### config.mk
export PLATFORM = sky130hd
export DESIGN_NAME = sib_ring
export DESIGN_NICKNAME = d
export VERILOG_FILES = /design/src/design/sib_pkg.sv /design/src/design/sib_ring.sv
export SDC_FILE = /design/constraint.sdc
export NUM_CORES = 2
export LEC_CHECK = 0
export ABC_AREA = 0
export ABC_CLOCK_PERIOD_IN_PS = 14740
export BUFFER_PORTS_ARGS = -buffer_cell sky130_fd_sc_hd__buf_4
export CAP_MARGIN = 15
export CORE_MARGIN = 1
export CORE_UTILIZATION = 47
export DETAILED_ROUTE_END_ITERATION = 6
export PLACE_DENSITY = 0.67
export SKIP_LAST_GASP = 1
export SYNTH_ARGS = -nofsm -noshare
export SYNTH_HDL_FRONTEND = slang
export SYNTH_SLANG_ARGS = --single-unit
### constraint.sdc
create_clock -name clk -period 14.74 [get_ports clk]
set_input_delay 0 -clock clk [delete_from_list [all_inputs] [get_ports clk]]
set_output_delay 0 -clock clk [all_outputs]
set_load 0.02 [all_outputs]
### src/design/sib_pkg.sv
`timescale 1ns / 1ps
// Package for the snapshot interpolation buffer: request, response and ring
// entry types, sequencer states and ring index helpers. No dependencies.
package sib_pkg;

  localparam int RING_DEPTH = 16;
  localparam int IDX_W      = (RING_DEPTH > 1) ? $clog2(RING_DEPTH) : 1;
  localparam int DIV_NUM_W  = 48;
  localparam int DIV_DEN_W  = 32;
  localparam int DIV_CNT_W  = $clog2(DIV_NUM_W);
  localparam logic [31:0] AGE_MAX  = 32'd250;
  localparam logic [31:0] MS_PER_S = 32'd1000;
  localparam logic [30:0] MS_RECIP = 31'd1099511628;
  localparam logic [16:0] FRAC_ONE = 17'h10000;

  localparam logic KIND_STORE = 1'b0;
  localparam logic KIND_QUERY = 1'b1;

  localparam logic [2:0] FLD_PX  = 3'd0;
  localparam logic [2:0] FLD_PY  = 3'd1;
  localparam logic [2:0] FLD_VX  = 3'd2;
  localparam logic [2:0] FLD_VY  = 3'd3;
  localparam logic [2:0] FLD_ROT = 3'd4;

  typedef logic [IDX_W-1:0] idx_t;

  typedef struct packed {
    logic               kind;
    logic [31:0]        sample_time;
    logic signed [31:0] pos_x;
    logic signed [31:0] pos_y;
    logic signed [31:0] vel_x;
    logic signed [31:0] vel_y;
    logic signed [31:0] rot_in;
    logic               want_pos;
    logic               want_vel;
  } in_req_t;

  typedef struct packed {
    logic               ok;
    logic signed [31:0] out_pos_x;
    logic signed [31:0] out_pos_y;
    logic signed [31:0] out_vel_x;
    logic signed [31:0] out_vel_y;
    logic signed [31:0] out_rot;
  } out_rsp_t;

  typedef struct packed {
    logic [31:0]        stamp;
    logic signed [31:0] pos_x;
    logic signed [31:0] pos_y;
    logic signed [31:0] vel_x;
    logic signed [31:0] vel_y;
    logic signed [31:0] rot;
  } snap_entry_t;

  typedef enum logic [4:0] {
    S_IDLE, S_SRCH, S_CMP, S_TAIL, S_GETB, S_SQX, S_SQY, S_SQC, S_FRAC,
    S_FDIV, S_LMUL, S_LACC, S_EMUL, S_EDIVS, S_EDIV, S_EQHI, S_ELMUL,
    S_EACC, S_OUT
  } state_t;

  function automatic idx_t ring_next(idx_t i);
    return (i == idx_t'(RING_DEPTH - 1)) ? '0 : idx_t'(i + 1'b1);
  endfunction

  function automatic idx_t ring_prev(idx_t i);
    return (i == '0) ? idx_t'(RING_DEPTH - 1) : idx_t'(i - 1'b1);
  endfunction

  function automatic logic signed [31:0] ent_field(snap_entry_t e, logic [2:0] k);
    logic signed [31:0] v;
    unique case (k)
      FLD_PX:  v = e.pos_x;
      FLD_PY:  v = e.pos_y;
      FLD_VX:  v = e.vel_x;
      FLD_VY:  v = e.vel_y;
      default: v = e.rot;
    endcase
    return v;
  endfunction

endpackage

### src/design/sib_ring.sv
`timescale 1ns / 1ps
// Snapshot ring storage: one write port, one registered read port.
// Depends on sib_pkg.
module sib_ring
  import sib_pkg::*;
(
  input  logic        clk,
  input  logic        wr_en,
  input  idx_t        wr_addr,
  input  snap_entry_t wr_data,
  input  idx_t        rd_addr,
  output snap_entry_t rd_data
);

  snap_entry_t mem [RING_DEPTH];
  snap_entry_t rd_data_r;

  always_ff @(posedge clk) begin
    if (wr_en) begin
      mem[wr_addr] <= wr_data;
    end
    rd_data_r <= mem[rd_addr];
  end

  assign rd_data = rd_data_r;

endmodule

==> metrics.cfg <==
[run_status]
status=complete, but fails checks
violations=design-rule violations

[setup_path]
worst-r2r-setup-slack_ns=12.96
worstReg2RegEnd=rd_data[8]
crit_top_cell=buf_4
rr_worst_depth=4
cp_num_buf_inv=6
cp_max_fo=98
arrival_ns=5.14
r2r-start=mem[5][8]
slowest_delay_ns=0.81
end_kind=register
critPathLaunchType=input port
required_ns=15.52
path_cells=dlygate4sd3_1 > buf_8 > buf_4 > buf_4 > buf_4 > buf_4 > mux4_2 > a22oi_1 > nand2_1
path_delay_family=buffers and inverters
cp_slowest_cell=buf_4
worst-setup-path-type=in2reg

[floorplan]
die_y_um=504.8
start_util_pct=47.26
fp-row-count=184
die_area_um2=254800
fp.dieW_um=504.8
num_io_pins=394
coreArea_um2=251400

[synthesis]
yosysWarnings=0
synthFlopType=edfxtp_1
synth_edf_count=3072
synth_top_cell_area_share_pct=77.65
synth_most_common_cell=edfxtp_1
ys_ff_latch=3264
synth.largest_area_cell=edfxtp_1
ys_top_cells_by_area=edfxtp_1 (78%), mux4_2 (14%), dfxtp_1 (3.2%)
synthArstFlopShare_pct=0
syn_area_per_cell_um2=23.65
syn_inst=5024
syn-num-nets=5226
yosysUniqueCellTypes=25
synth_commonest_cells=edfxtp_1 (3072), mux4_2 (717), a22oi_1 (329)
syn-cell-area_um2=118800
synth_seq_area_share_pct=80.88

[route]
post_drt_via_cell_ratio=5.924
firstDrtPassIters=7
wire_per_inst_um=29.19
dr_total_vias=57000
drc=104
drt_iter0_drc=6426
ant_nets=0
drt_wl_total_um=280900

[cts]
cts_setup_buffers=0
cts_buffer_depth=4
cts_htree_levels=5
clkTransAtPathRegs_ns=0.06
cts_tree=yes
clock_latency_ns=0.97
cts_sinks=3264
root_buffer=clkbuf_16
numCtsBuffers=342

[timing]
tightestPinTransition_ns=1.195
finalCritPeriodShare_pct=29.57
rsz0062_at_grt=no
hold_violations=0
fmax_mhz=229.5
drv_slew=0
skew_ns=0.07913
fin_tns_setup_ns=0
setup_violations=0
finalCriticalPeriod_ns=4.358
relSlewSlack_pct=20.32

[power_and_ir_drop]
ir_worst_vdd_v=0.0001085
power_density_nw_per_um2=140.4
p_leak_uw=0.04552
p_total_uw=19700

[placed_design]
hpwl_um=138100
port-buffer-count=393
gp_congestion=0.7261

[grt]
grt_pass1_vias=58590
grt_pass1_wl_um=405500
grt_max_degree=105
grt-ovfl-total=0
grtUsageTotal_pct=22.02
antenna_found_initial=42

[final_layout]
nNetsFinal=6196
drive_gt1_share_pct=27.39
fillers=18470
area_growth_pct=18.11

[min_path]
holdPathStages=2
min_path_type=in2reg
worstHoldStart=wr_data[187]
whs_endpoint=mem[8][187]

[run]
max_cap_violations=0

## how the worst max path moves through the flow
| stage | start | end | slack [ns] | cells past startpoint |
|---|---|---|---|---|
| floorplan | wr_addr[2] | mem[0][0] | 0.31 | 2 |
| global placement | rd_addr[1] | rd_data[21] | 10.00 | 8 |
| detailed placement | rd_addr[1] | rd_data[21] | 9.92 | 8 |
| CTS | rd_addr[1] | rd_data[27] | 10.38 | 9 |
| global route | rd_addr[1] | rd_data[33] | 10.16 | 9 |
| finish | rd_addr[1] | rd_data[27] | 10.38 | 9 |
## power by group
| group | switching [µW] | internal (µW) | total, µW |
|---|---|---|---|
| Sequential | 95.7 | 10400 | 10500 |
| Combinational | 626 | 469 | 1090 |
| Clock | 3400 | 4730 | 8130 |
| Total | 4120 | 15600 | 19700 |
## sequential cells by signal, summed over array words and instances, names as in the netlist
name     flops
mem       3072
rd_data    192
## per-layer routing
layer	vias up	track usage, %	wire, µm
li1	23440	-	-
met5	-	0	195
met1	30640	31.40	115900
met4	30	5.941	6326
met3	437	3.839	21740
met2	2452	35.28	136700
## layout by cell type (no fill, tap or decap), types with 2 or more instances in the layout
cell / count
a211oi_1: 27
a21oi_1: 35
a22oi_1: 329
buf_12: 14
buf_4: 487
bufinv_16: 16
clkbuf_1: 89
clkbuf_16: 348
clkbuf_8: 27
clkinv_1: 53
clkinv_2: 50
clkinv_4: 3
clkinvlp_4: 11
dfxtp_1: 192
diode_2: 19
dlygate4sd3_1: 390
edfxtp_1: 3072
inv_6: 8
mux2i_1: 121
mux4_2: 717
nand2_1: 166
nand2b_1: 3
nand3_1: 2
nand3b_1: 3
nor2_4: 16
nor2b_1: 8
nor2b_2: 2
nor2b_4: 3
nor3_2: 4
o211ai_1: 23
o22ai_1: 27
## metrics by stage
| stage | area [µm²] | instances | worst slack (ns) | hold WS (ns) | utilization [%] |
|---|---|---|---|---|---|
| 2_1_floorplan | 118800 | 5024 | 0.3146 | 0.09887 | - |
| 5_1_grt | 140300 | 9615 | 10.16 | 0.008297 | 55.81 |
| 3_5_place_dp | 125800 | 8608 | 9.923 | 0.2986 | 50.06 |
| 6_report | 140300 | 9622 | 10.38 | 0.03370 | 55.82 |
| 4_1_cts | 140300 | 9603 | 10.38 | 0.00006789 | 55.80 |
| 3_3_place_gp | 125800 | 8608 | 10.00 | 0.2869 | 50.06 |
## area by class of cell
cell class	count	area (µm²)	share of cell area, %
flip-flops and latches	3264	96090	68.48
clock buffers	463	9400	6.699
well taps	3348	4189	2.985
multi-input cells	1492	21600	15.39
inverters	1	3.754	0.002675
repair buffers	893	7869	5.608
diodes	19	47.55	0.03388
clock inverters	142	1125	0.8016
## logic make-up after synthesis
kind of cell           synth area share [%]
AOI/OAI and AO/OA                     2.692
muxes                                 14.61
buffers and inverters                 1.085
DFF                                   80.88
and+or+nand+nor                      0.7277
## what timing repair did
action,4_1_cts,5_1_grt
endpoints found under the setup margin,0,0
resized for setup,0,0
endpoints found under the hold margin,3361,0
hold buffers,390,0
Power figures use the tool's default switching activity.
