--- src/design/sib_pkg.sv ---
`timescale 1ns / 1ps
// Package for the snapshot interpolation buffer: request, response and ring
// entry types, sequencer states and ring index helpers. No dependencies.
package sib_pkg;

  localparam int RING_DEPTH = 16;
  localparam int IDX_W      = (RING_DEPTH > 1) ? $clog2(RING_DEPTH) : 1;
  localparam int DIV_NUM_W  = 48;
  localparam int DIV_DEN_W  = 32;
  localparam int DIV_CNT_W  = $clog2(DIV_NUM_W);
  localparam logic [31:0] AGE_MAX  = 32'd250;
  localparam logic [31:0] MS_PER_S = 32'd1000;
  localparam logic [30:0] MS_RECIP = 31'd1099511628;
  localparam logic [16:0] FRAC_ONE = 17'h10000;

  localparam logic KIND_STORE = 1'b0;
  localparam logic KIND_QUERY = 1'b1;

  localparam logic [2:0] FLD_PX  = 3'd0;
  localparam logic [2:0] FLD_PY  = 3'd1;
  localparam logic [2:0] FLD_VX  = 3'd2;
  localparam logic [2:0] FLD_VY  = 3'd3;
  localparam logic [2:0] FLD_ROT = 3'd4;

  typedef logic [IDX_W-1:0] idx_t;

  typedef struct packed {
    logic               kind;
    logic [31:0]        sample_time;
    logic signed [31:0] pos_x;
    logic signed [31:0] pos_y;
    logic signed [31:0] vel_x;
    logic signed [31:0] vel_y;
    logic signed [31:0] rot_in;
    logic               want_pos;
    logic               want_vel;
  } in_req_t;

  typedef struct packed {
    logic               ok;
    logic signed [31:0] out_pos_x;
    logic signed [31:0] out_pos_y;
    logic signed [31:0] out_vel_x;
    logic signed [31:0] out_vel_y;
    logic signed [31:0] out_rot;
  } out_rsp_t;

  typedef struct packed {
    logic [31:0]        stamp;
    logic signed [31:0] pos_x;
    logic signed [31:0] pos_y;
    logic signed [31:0] vel_x;
    logic signed [31:0] vel_y;
    logic signed [31:0] rot;
  } snap_entry_t;

  typedef enum logic [4:0] {
    S_IDLE, S_SRCH, S_CMP, S_TAIL, S_GETB, S_SQX, S_SQY, S_SQC, S_FRAC,
    S_FDIV, S_LMUL, S_LACC, S_EMUL, S_EDIVS, S_EDIV, S_EQHI, S_ELMUL,
    S_EACC, S_OUT
  } state_t;

  function automatic idx_t ring_next(idx_t i);
    return (i == idx_t'(RING_DEPTH - 1)) ? '0 : idx_t'(i + 1'b1);
  endfunction

  function automatic idx_t ring_prev(idx_t i);
    return (i == '0) ? idx_t'(RING_DEPTH - 1) : idx_t'(i - 1'b1);
  endfunction

  function automatic logic signed [31:0] ent_field(snap_entry_t e, logic [2:0] k);
    logic signed [31:0] v;
    unique case (k)
      FLD_PX:  v = e.pos_x;
      FLD_PY:  v = e.pos_y;
      FLD_VX:  v = e.vel_x;
      FLD_VY:  v = e.vel_y;
      default: v = e.rot;
    endcase
    return v;
  endfunction

endpackage

--- src/design/sib_div.sv ---
`timescale 1ns / 1ps
// Restoring unsigned divider, one quotient bit per cycle.
// Depends on sib_pkg.
module sib_div
  import sib_pkg::*;
(
  input  logic                 clk,
  input  logic                 rst_n,
  input  logic                 start,
  input  logic [DIV_NUM_W-1:0] num,
  input  logic [DIV_DEN_W-1:0] den,
  output logic                 busy,
  output logic                 done,
  output logic [DIV_NUM_W-1:0] quo
);

  logic [DIV_NUM_W-1:0] qn_r;
  logic [DIV_DEN_W-1:0] rem_r;
  logic [DIV_DEN_W-1:0] den_r;
  logic [DIV_CNT_W-1:0] cnt_r;
  logic                 busy_r;
  logic                 done_r;
  logic [DIV_DEN_W:0]   trial;
  logic                 fits;

  assign trial = {rem_r, qn_r[DIV_NUM_W-1]};
  assign fits  = (trial >= {1'b0, den_r});

  always_ff @(posedge clk) begin
    if (!rst_n) begin
      busy_r <= 1'b0;
      done_r <= 1'b0;
      cnt_r  <= '0;
    end else begin
      done_r <= 1'b0;
      if (start) begin
        busy_r <= 1'b1;
        cnt_r  <= '0;
      end else if (busy_r) begin
        cnt_r <= DIV_CNT_W'(cnt_r + 1'b1);
        if (cnt_r == DIV_CNT_W'(DIV_NUM_W - 1)) begin
          busy_r <= 1'b0;
          done_r <= 1'b1;
        end
      end
    end
  end

  always_ff @(posedge clk) begin
    if (start) begin
      qn_r  <= num;
      rem_r <= '0;
      den_r <= den;
    end else if (busy_r) begin
      qn_r  <= {qn_r[DIV_NUM_W-2:0], fits};
      rem_r <= fits ? DIV_DEN_W'(trial - {1'b0, den_r}) : trial[DIV_DEN_W-1:0];
    end
  end

  assign busy = busy_r;
  assign done = done_r;
  assign quo  = qn_r;

endmodule

--- config.mk ---
export PLATFORM = sky130hd
export DESIGN_NAME = sib_div
export DESIGN_NICKNAME = d
export VERILOG_FILES = /design/src/design/sib_pkg.sv /design/src/design/sib_div.sv
export SDC_FILE = /design/constraint.sdc
export NUM_CORES = 1
export LEC_CHECK = 0
export ABC_AREA = 0
export BUFFER_PORTS_ARGS = -buffer_cell sky130_fd_sc_hd__buf_2
export CAP_MARGIN = 20
export CORE_ASPECT_RATIO = 1.1
export CORE_MARGIN = 2
export CORE_UTILIZATION = 55
export DETAILED_ROUTE_END_ITERATION = 8
export GPL_ROUTABILITY_DRIVEN = 0
export PLACE_DENSITY_LB_ADDON = 0.05
export SYNTH_ARGS = -nofsm -noshare
export SYNTH_HDL_FRONTEND = slang
export SYNTH_SLANG_ARGS = --single-unit
export TNS_END_PERCENT = 30
--- constraint.sdc ---
create_clock -name clk -period 3.2 [get_ports clk]
set_input_delay 0 -clock clk [delete_from_list [all_inputs] [get_ports clk]]
set_output_delay 0 -clock clk [all_outputs]
set_load 0.01 [all_outputs]
==> results.cfg, run 1 <==
[run_status]
outcome = finished clean

[setup_path]
worst-r2r-setup-slack_ps = 220
cp.arrival_ps = 3270
path_cells = inv_1 > ha_1 > fa_1 > and2b_1 > o2111ai_1 > a21oi_2 > o31ai_2 > o41ai_4 > a211oi_1 > or4_1 > a21oi_1 > o31ai_1
start_kind = register
path_max_fanout = 3
cp_slowest_cell = or4_1
critical_path_class = reg2reg
cp.depth = 12
cp.required_ps = 3500
cp_num_buf_inv = 1
timing.rr.end = rem_r[30]$_SDFFE_PP0P_
crit_path_max_incr_delay_ps = 510
cp-end-kind = register
startpoint = quo[47]$_DFFE_PP_
worstRegToRegCells = 12
critPathTopFamily = compound AO/OA/AOI/OAI gates
r2r_start = quo[47]$_DFFE_PP_
crit_end = rem_r[30]$_SDFFE_PP0P_

[cells_and_area]
drive_above_1_share_pct = 29.3
final_nets = 901
antennaDiodeCount = 0
n_fill_cell = 799
syn2layout_area_growth_pct = 34.0
layout.cells.non_filler = 946

[clock_network]
cts-root-buf = clkbuf_16
cts_buffer_depth = 2
cts_buffers = 17
h-tree-depth = 4
clkLatencyLatePin_ps = 420
cts.clk_slew.worst_paths_ps = 50
cts.sinks = 120
cts_tree = yes
cts_setup_buffers = 0

[sta]
hold_viol_final = 0
final.min_clock_period_ps = 2980
drv_slew = 0
tightest_slew_ps = 615
period_share_pct = 93.0
finClkSkew_ps = 8.50
setup_ws_ps = 222
max_slew_margin_pct = 59.0
rsz0062_at_grt = false
fmax_mhz = 336
timing.hold.ws_ps = 62.7
setup_viol = 0
tns_ps = 0

[drt]
post_drt_wl_per_cell_um = 16.3
first_pass_iters = 4
via_per_inst = 5.45
vias = 5155
drc = 0
ant_nets = 0
wl_um = 15500
drtIter0Drc = 217

[yosys]
synth_warnings = 0
syn-mean-instance-area_um2 = 11.5
synth_most_common_cell = edfxtp_1
netlist_top_cells_count = edfxtp_1, mux2_2, inv_1
synth_top_cell_by_area = edfxtp_1
synth_nets = 679
synth_edf_count = 80
ys_ff_latch = 120
synthTopCellsByArea = edfxtp_1, dfxtp_1, mux2_2, ha_1, mux2i_1
async_reset_ff_share_pct = 0
synthFlopType = edfxtp_1
netlist_area_mm2 = 0.00644
syn_inst = 562
synth-seq-area-share_pct = 49.8
ys_types = 61
synth_top_area_share_pct = 37.3

[grt]
antenna_found_initial = 0
grt_overflow_total = 0
grt_pass1_wl_um = 25600
first_global_vias = 5407
grt_max_degree = 49
grt_use_total_pct = 25.8

[power]
irDropWorstVdd_mv = 0.379
p_leak_uw = 0.00383
fin_total_pwr_uw = 4450
power-per-cell-area_mw_per_mm2 = 516

[placed_design]
place_inst = 834
io_buffers = 132
hpwl_um = 9710
post-place-ws_ps = 235

[floorplanning]
die-area_mm2 = 0.0126
die_h_um = 117
coreArea_mm2 = 0.0114
placementRows = 41
fp.dieW_um = 107
start_util_pct = 56.3
io_pins = 133

[worst_hold_path]
hold_path_class = in2reg

[run]
maxCapViolations = 0
## worst min-delay path by stage
stage          startpoint                 end  slack (ps)  depth (start not counted)
2_1_floorplan      den[0]  den_r[0]$_DFFE_PP_         100                          0
3_3_place_gp       den[9]  den_r[9]$_DFFE_PP_         180                          1
3_5_place_dp       den[7]  den_r[7]$_DFFE_PP_         180                          1
4_1_cts             start  den_r[5]$_DFFE_PP_          50                          1
5_1_grt             start  den_r[6]$_DFFE_PP_          70                          1
6_report            start  den_r[5]$_DFFE_PP_          60                          1
## cells in the final DEF (no fill, tap or decap), drive strengths merged, types with 4 or more instances in the layout
cell	instances
a21o	10
buf	145
and2	4
mux2	49
nor2	37
nand2	30
nor2b	5
dlygate4sd3	81
dfxtp	40
xor2	15
o21ai	23
or3	6
clkinv	5
nor3	8
mux2i	21
inv	41
nand4	7
clkbuf	21
a211oi	18
a32oi	8
nand3	8
ha	33
a21oi	30
edfxtp	80
xnor2	16
nand2b	5
## worst reg2reg max path: cells and delay by family (launching register included)
kind	cells	cell delay, ps
flops	1	360
fa+ha+maj	2	610
compound gates	7	1110
simple gates	2	740
buf+inv	1	50
## metal layers
metal / vias up / share of wire [%] / GRT usage (%)
li1: 2535 / - / -
met1: 2462 / 42 / 30.9
met2: 133 / 50 / 43.9
met3: 25 / 5.0 / 7.64
met4: 0 / 2.0 / 8.85
met5: - / 0 / 0
## metrics by stage
| step | cell area, um2 | util, % |
|---|---|---|
| finish | 8620 | 75.4 |
| global route | 8620 | 75.4 |
| CTS | 8610 | 75.3 |
| detailed placement | 7260 | 63.4 |
| global placement | 7260 | 63.4 |
| floorplan | 6440 | - |
## layout make-up
type | instances | area (um2) | share of cell area (%)
clock inverter | 10 | 105 | 1.22
sequential | 120 | 3200 | 37.1
inverter | 41 | 154 | 1.78
clock buffer | 21 | 440 | 5.11
multi-input combinational | 378 | 2940 | 34.1
tap | 150 | 188 | 2.18
timing repair buffer | 226 | 1590 | 18.4
## what timing repair did
action / 4_1_cts / 5_1_grt
resized for setup: 0 / 3
hold buffers: 81 / 0
endpoints found under the hold margin: 88 / 0
endpoints found under the setup margin: 0 / 22
## cell families after synthesis
logic type	after synthesis	share of synthesized area, %
multiplexers	70	11.8
adder cells (fa/ha/maj)	34	6.73
buffers and inverters	64	4.55
flip-flops	120	49.8
AND/OR/NAND/NOR	122	9.23
XOR/XNOR	31	4.22
AO/OA/AOI/OAI	121	13.7
## where the power goes
part | switching (uW) | leakage, uW | total (uW) | internal [uW]
Clock | 670 | 0.000258 | 1800 | 1130
Sequential | 68.0 | 0.00112 | 1870 | 1800
Combinational | 404 | 0.00245 | 787 | 383
Total | 1140 | 0.00383 | 4450 | 3310
## flip-flops by register name (all words and copies together) (netlist names)
name / flops
rem_r: 32
den_r: 32
busy: 1
cnt_r: 6
done: 1
quo: 48
Power figures use the tool's default switching activity.
==> inputs of run 2 (changes only) <==
Settings changed: CELL_PAD_IN_SITES_DETAIL_PLACEMENT set to 1, CELL_PAD_IN_SITES_GLOBAL_PLACEMENT set to 1, CORE_UTILIZATION 55 to 43.
==> run 2 against run 1 <==
Effect of this change:
- worst setup slack got worse by 96 ps
- sequential share of layout area fell by 0.34 points
- cell count rose by 4.3%
- via count rose by 3.4%
- die area rose by 27%
- count of clock-buffer cells in the layout fell by 3
- clock skew fell by 1.0 ps
- register-to-register slack got worse by 96 ps
- largest cell class unchanged
- largest power group unchanged
==> results.cfg, run 2 (synthesized netlist as in run 1, its figures left out) <==
[run_status]
outcome = finished clean

[cells_and_area]
n_fill_cell = 1563
largest_reg_flops = 48
multi_input_area_mm2 = 0.00297
regArea_mm2 = 0.00320
final_nets = 899
layout_common_cells = buf_2, dlygate4sd3_1, edfxtp_1, mux2_2
syn2layout_area_growth_pct = 35.2
layout_commonest_cell = buf_2
drive_above_1_share_pct = 29.7
final_area_mm2 = 0.00870
layout.cells.non_filler = 987
antennaDiodeCount = 0
fin_util_pct = 60.0

[setup_path]
path_max_fanout = 3
r2r_start = den_r[0]$_DFFE_PP_
cp-end-kind = register
cp.required_ps = 3490
cp.arrival_ps = 3360
start_kind = register
critical_path_class = reg2reg
worstRegToRegCells = 11
timing.rr.end = rem_r[30]$_SDFFE_PP0P_
worst-r2r-setup-slack_ps = 130

[drt]
vias = 5331
first_pass_iters = 6
wl_um = 19000
drc = 0
ant_nets = 0
post_drt_wl_per_cell_um = 19.3
drtIter0Drc = 214
via_per_inst = 5.40

[sta]
rsz0062_at_grt = true
drv_slew = 0
timing.hold.ws_ps = 100
setup_ws_ps = 126
max_slew_margin_pct = 36.4
period_share_pct = 96.1
finClkSkew_ps = 7.46
final.min_clock_period_ps = 3070
fmax_mhz = 325
setup_viol = 0
tightest_slew_ps = 950
hold_viol_final = 0

[floorplanning]
coreArea_mm2 = 0.0145
placementRows = 46
start_util_pct = 44.4
die_h_um = 132
io_pins = 133
die-area_mm2 = 0.0160
fp.dieW_um = 121

[clock_network]
cts-root-buf = clkbuf_16
cts.sinks = 120
h-tree-depth = 4
cts_buffers = 17
cts_tree = yes
cts_buffer_depth = 2
clkLatencyLatePin_ps = 420
cts.clk_slew.worst_paths_ps = 60

[grt]
grt_pass1_wl_um = 30800
antenna_found_initial = 0
grt_max_degree = 59
first_global_vias = 5869
grt_overflow_total = 0
grt_use_total_pct = 24.9

[worst_hold_path]
holdPathEnd = den_r[6]$_DFFE_PP_
min_path_cells = 1
hold_start = start
hold_path_class = in2reg

[placed_design]
io_buffers = 132
post-place-ws_ps = 116
placed_area_mm2 = 0.00728
hpwl_um = 11900
place_inst = 872

[power]
irDropWorstVdd_mv = 0.345
p_leak_uw = 0.00382
power-per-cell-area_mw_per_mm2 = 524

[run]
maxCapViolations = 0
## run 2: through the flow
step,power (uW),TNS [ps]
after floorplan,2360,0
final,4560,0
after detailed placement,2610,0
after global routing,4750,-21.6
after global placement,2580,0
after CTS,4550,0
## run 2: worst max path at each step
stage / from / endpoint / slack, ps / cells past startpoint
6_report: den_r[0]$_DFFE_PP_ / rem_r[30]$_SDFFE_PP0P_ / 130 / 11
5_1_grt: den_r[20]$_DFFE_PP_ / rem_r[26]$_SDFFE_PP0P_ / -20 / 12
4_1_cts: quo[47]$_DFFE_PP_ / rem_r[30]$_SDFFE_PP0P_ / 110 / 12
2_1_floorplan: quo[47]$_DFFE_PP_ / rem_r[30]$_SDFFE_PP0P_ / 190 / 12
3_5_place_dp: quo[47]$_DFFE_PP_ / rem_r[30]$_SDFFE_PP0P_ / 120 / 12
3_3_place_gp: den_r[20]$_DFFE_PP_ / rem_r[26]$_SDFFE_PP0P_ / 180 / 12
## run 2: repair_timing
item	CTS	global route
setup endpoints to repair	0	16
gates resized for setup	0	8
hold buffers	81	0
setup buffers	0	2
hold endpoints to repair	85	0
## run 2: layout make-up
cell class / count / share of cell area [%]
clock buffers: 18 / 4.93
clock inverters: 14 / 1.52
inverters: 41 / 1.77
multi-input cells: 378 / 34.1
flip-flops and latches: 120 / 36.8
well taps: 192 / 2.76
repair buffers: 224 / 18.1
## run 2: critical path: stages (launching register included)
cell and delay, ps:
edfxtp_1 410, ha_1 230, fa_1 400, and2b_1 240, o2111ai_1 150, a21oi_2 220, o31ai_2 130, o41ai_4 290
a211oi_1 150, or4_1 510, a21oi_1 140, o31ai_1 80
## run 2: power by group
group	internal [uW]	switching, uW	leakage (uW)
Combinational	385	437	0.00244
Sequential	1800	74.7	0.00112
Clock	1130	730	0.000264
Total	3320	1240	0.00382
## run 2: metal layers
metal	routed length (um)	global-route usage (%)	vias to the layer above	part of all wire [%]
li1	-	-	2526	-
met1	7700	28.6	2626	40
met2	9950	44.2	143	52
met3	960	6.44	36	5.0
met4	418	9.24	0	2.2
met5	0	0.625	-	0
==> inputs of run 3 (changes only) <==
Settings changed: CORE_MARGIN 2 to unset, SETUP_SLACK_MARGIN set to 0.4.
==> run 3 against run 2 <==
Effect of this change:
- design area is 4.7% higher
- sequential power about the same
- hold slack improved by 110 ps
- core utilization rose by 2.8 points
- die area decreased by 3.1%
- worst setup slack gained 120 ps
- critical path type unchanged
==> results.cfg, run 3 (synthesized netlist as in run 1, its figures left out) <==
[placed_design]
hpwl_um = 11600
io_buffers = 132
placed_area_mm2 = 0.00727
place_inst = 871

[floorplanning]
fp.dieW_um = 119
io_pins = 133
placementRows = 46
coreArea_mm2 = 0.0145
die_h_um = 130
start_util_pct = 44.4
die-area_mm2 = 0.0155

[run]
maxCapViolations = 0

[power]
irDropWorstVdd_mv = 0.405
power-per-cell-area_mw_per_mm2 = 518
p_leak_uw = 0.00391
fin_total_pwr_uw = 4720

[cells_and_area]
final_area_mm2 = 0.00911
fin_util_pct = 62.8
largest_reg_flops = 48
drive_above_1_share_pct = 36.1
layout_commonest_cell = buf_2
multi_input_area_mm2 = 0.00322
layout_common_cells = buf_2, dlygate4sd3_1, edfxtp_1, mux2_2, dfxtp_1
regArea_mm2 = 0.00320
syn2layout_area_growth_pct = 41.6
antennaDiodeCount = 0
layout.cells.non_filler = 1004
final_nets = 916
n_fill_cell = 1526

[setup_path]
crit_path_max_incr_delay_ps = 530
r2r_start = quo[47]$_DFFE_PP_
critPathTopFamily = compound AO/OA/AOI/OAI gates
cp.required_ps = 3500
cp.depth = 12
start_kind = register
worstRegToRegCells = 12
cp_num_buf_inv = 1
cp-end-kind = register
cp.arrival_ps = 3260
critical_path_class = reg2reg
cp_slowest_cell = or4_4
cpMostUsedCell = a21oi_2
path_max_fanout = 2
startpoint = quo[47]$_DFFE_PP_
path_cells = inv_1 > ha_2 > fa_2 > and2b_1 > o2111ai_2 > a21oi_2 > o31ai_4 > o41ai_4 > a211oi_2 > or4_4 > a21oi_2 > o31ai_1

[worst_hold_path]
min_path_cells = 1
hold_start = start
hold_path_class = in2reg

[sta]
fmax_mhz = 338
finClkSkew_ps = 12.2
tns_ps = 0
setup_viol = 0
period_share_pct = 92.4
final.min_clock_period_ps = 2960
max_slew_margin_pct = 29.5
drv_slew = 0
hold_viol_final = 0
tightest_slew_ps = 1060
rsz0062_at_grt = true

[grt]
grt_pass1_wl_um = 31000
grt_max_degree = 64
grt_overflow_total = 0
grt_use_total_pct = 26.3
antenna_found_initial = 0
first_global_vias = 5850

[drt]
drtIter0Drc = 200
via_per_inst = 5.35
drc = 0
vias = 5370
first_pass_iters = 4
post_drt_wl_per_cell_um = 20.1
ant_nets = 0
wl_um = 20200

[clock_network]
cts_buffers = 17
h-tree-depth = 4
cts.clk_slew.worst_paths_ps = 60
clkLatencyLatePin_ps = 420
cts_buffer_depth = 2
cts.sinks = 120
cts-root-buf = clkbuf_16
cts_tree = yes

[run_status]
outcome = finished clean
[run 3: changes by cell type in the layout (fill, tap and decap cells not counted), moves of 3 or more]
cell / previous run / this run
ha_4: 0 / 11
buf_4: 10 / 24
clkinv_1: 5 / 2
a211oi_2: 0 / 3
ha_2: 2 / 5
a21oi_2: 3 / 7
a21oi_1: 27 / 23
ha_1: 31 / 17
[run 3: worst paths after layout]
| kind | to | slack, ps |
|---|---|---|
| max | rem_r[30]$_SDFFE_PP0P_ | 240 |
| min | den_r[5]$_DFFE_PP_ | 210 |
| min reg2reg | rem_r[31]$_SDFFE_PP0P_ | 490 |
| max reg2reg | rem_r[30]$_SDFFE_PP0P_ | 240 |
[run 3: power by group]
group | total [uW] | switching [uW] | leakage (uW) | internal (uW)
Combinational | 923 | 476 | 0.00252 | 447
Sequential | 1880 | 80.9 | 0.00112 | 1800
Clock | 1920 | 771 | 0.000271 | 1150
Total | 4720 | 1330 | 0.00391 | 3390
[run 3: layer usage]
metal	track usage [%]	part of all wire, %
met2	48.8	53
met5	0	0
met3	7.30	5.1
met4	8.12	1.4
met1	29.3	40
[run 3: layout make-up]
type | count | area share, %
multi-input combinational | 378 | 35.3
sequential | 120 | 35.1
timing repair buffer | 241 | 18.9
clock buffer | 17 | 4.67
tap | 192 | 2.64
inverter | 41 | 1.69
clock inverter | 15 | 1.66
[run 3: what timing repair did]
item,4_1_cts,5_1_grt
gates resized for setup,20,40
pin swaps,8,11
setup endpoints to repair,33,33
hold endpoints to repair,83,0
cloned,1,1
setup buffers,4,14
hold buffers,81,0
[run 3: per-stage QoR]
stage | worst slack, ps | hold slack [ps]
2_1_floorplan | 191 | 98.9
3_3_place_gp | 163 | 176
3_5_place_dp | 89.5 | 178
4_1_cts | 153 | 198
5_1_grt | 93.3 | 219
6_report | 242 | 208
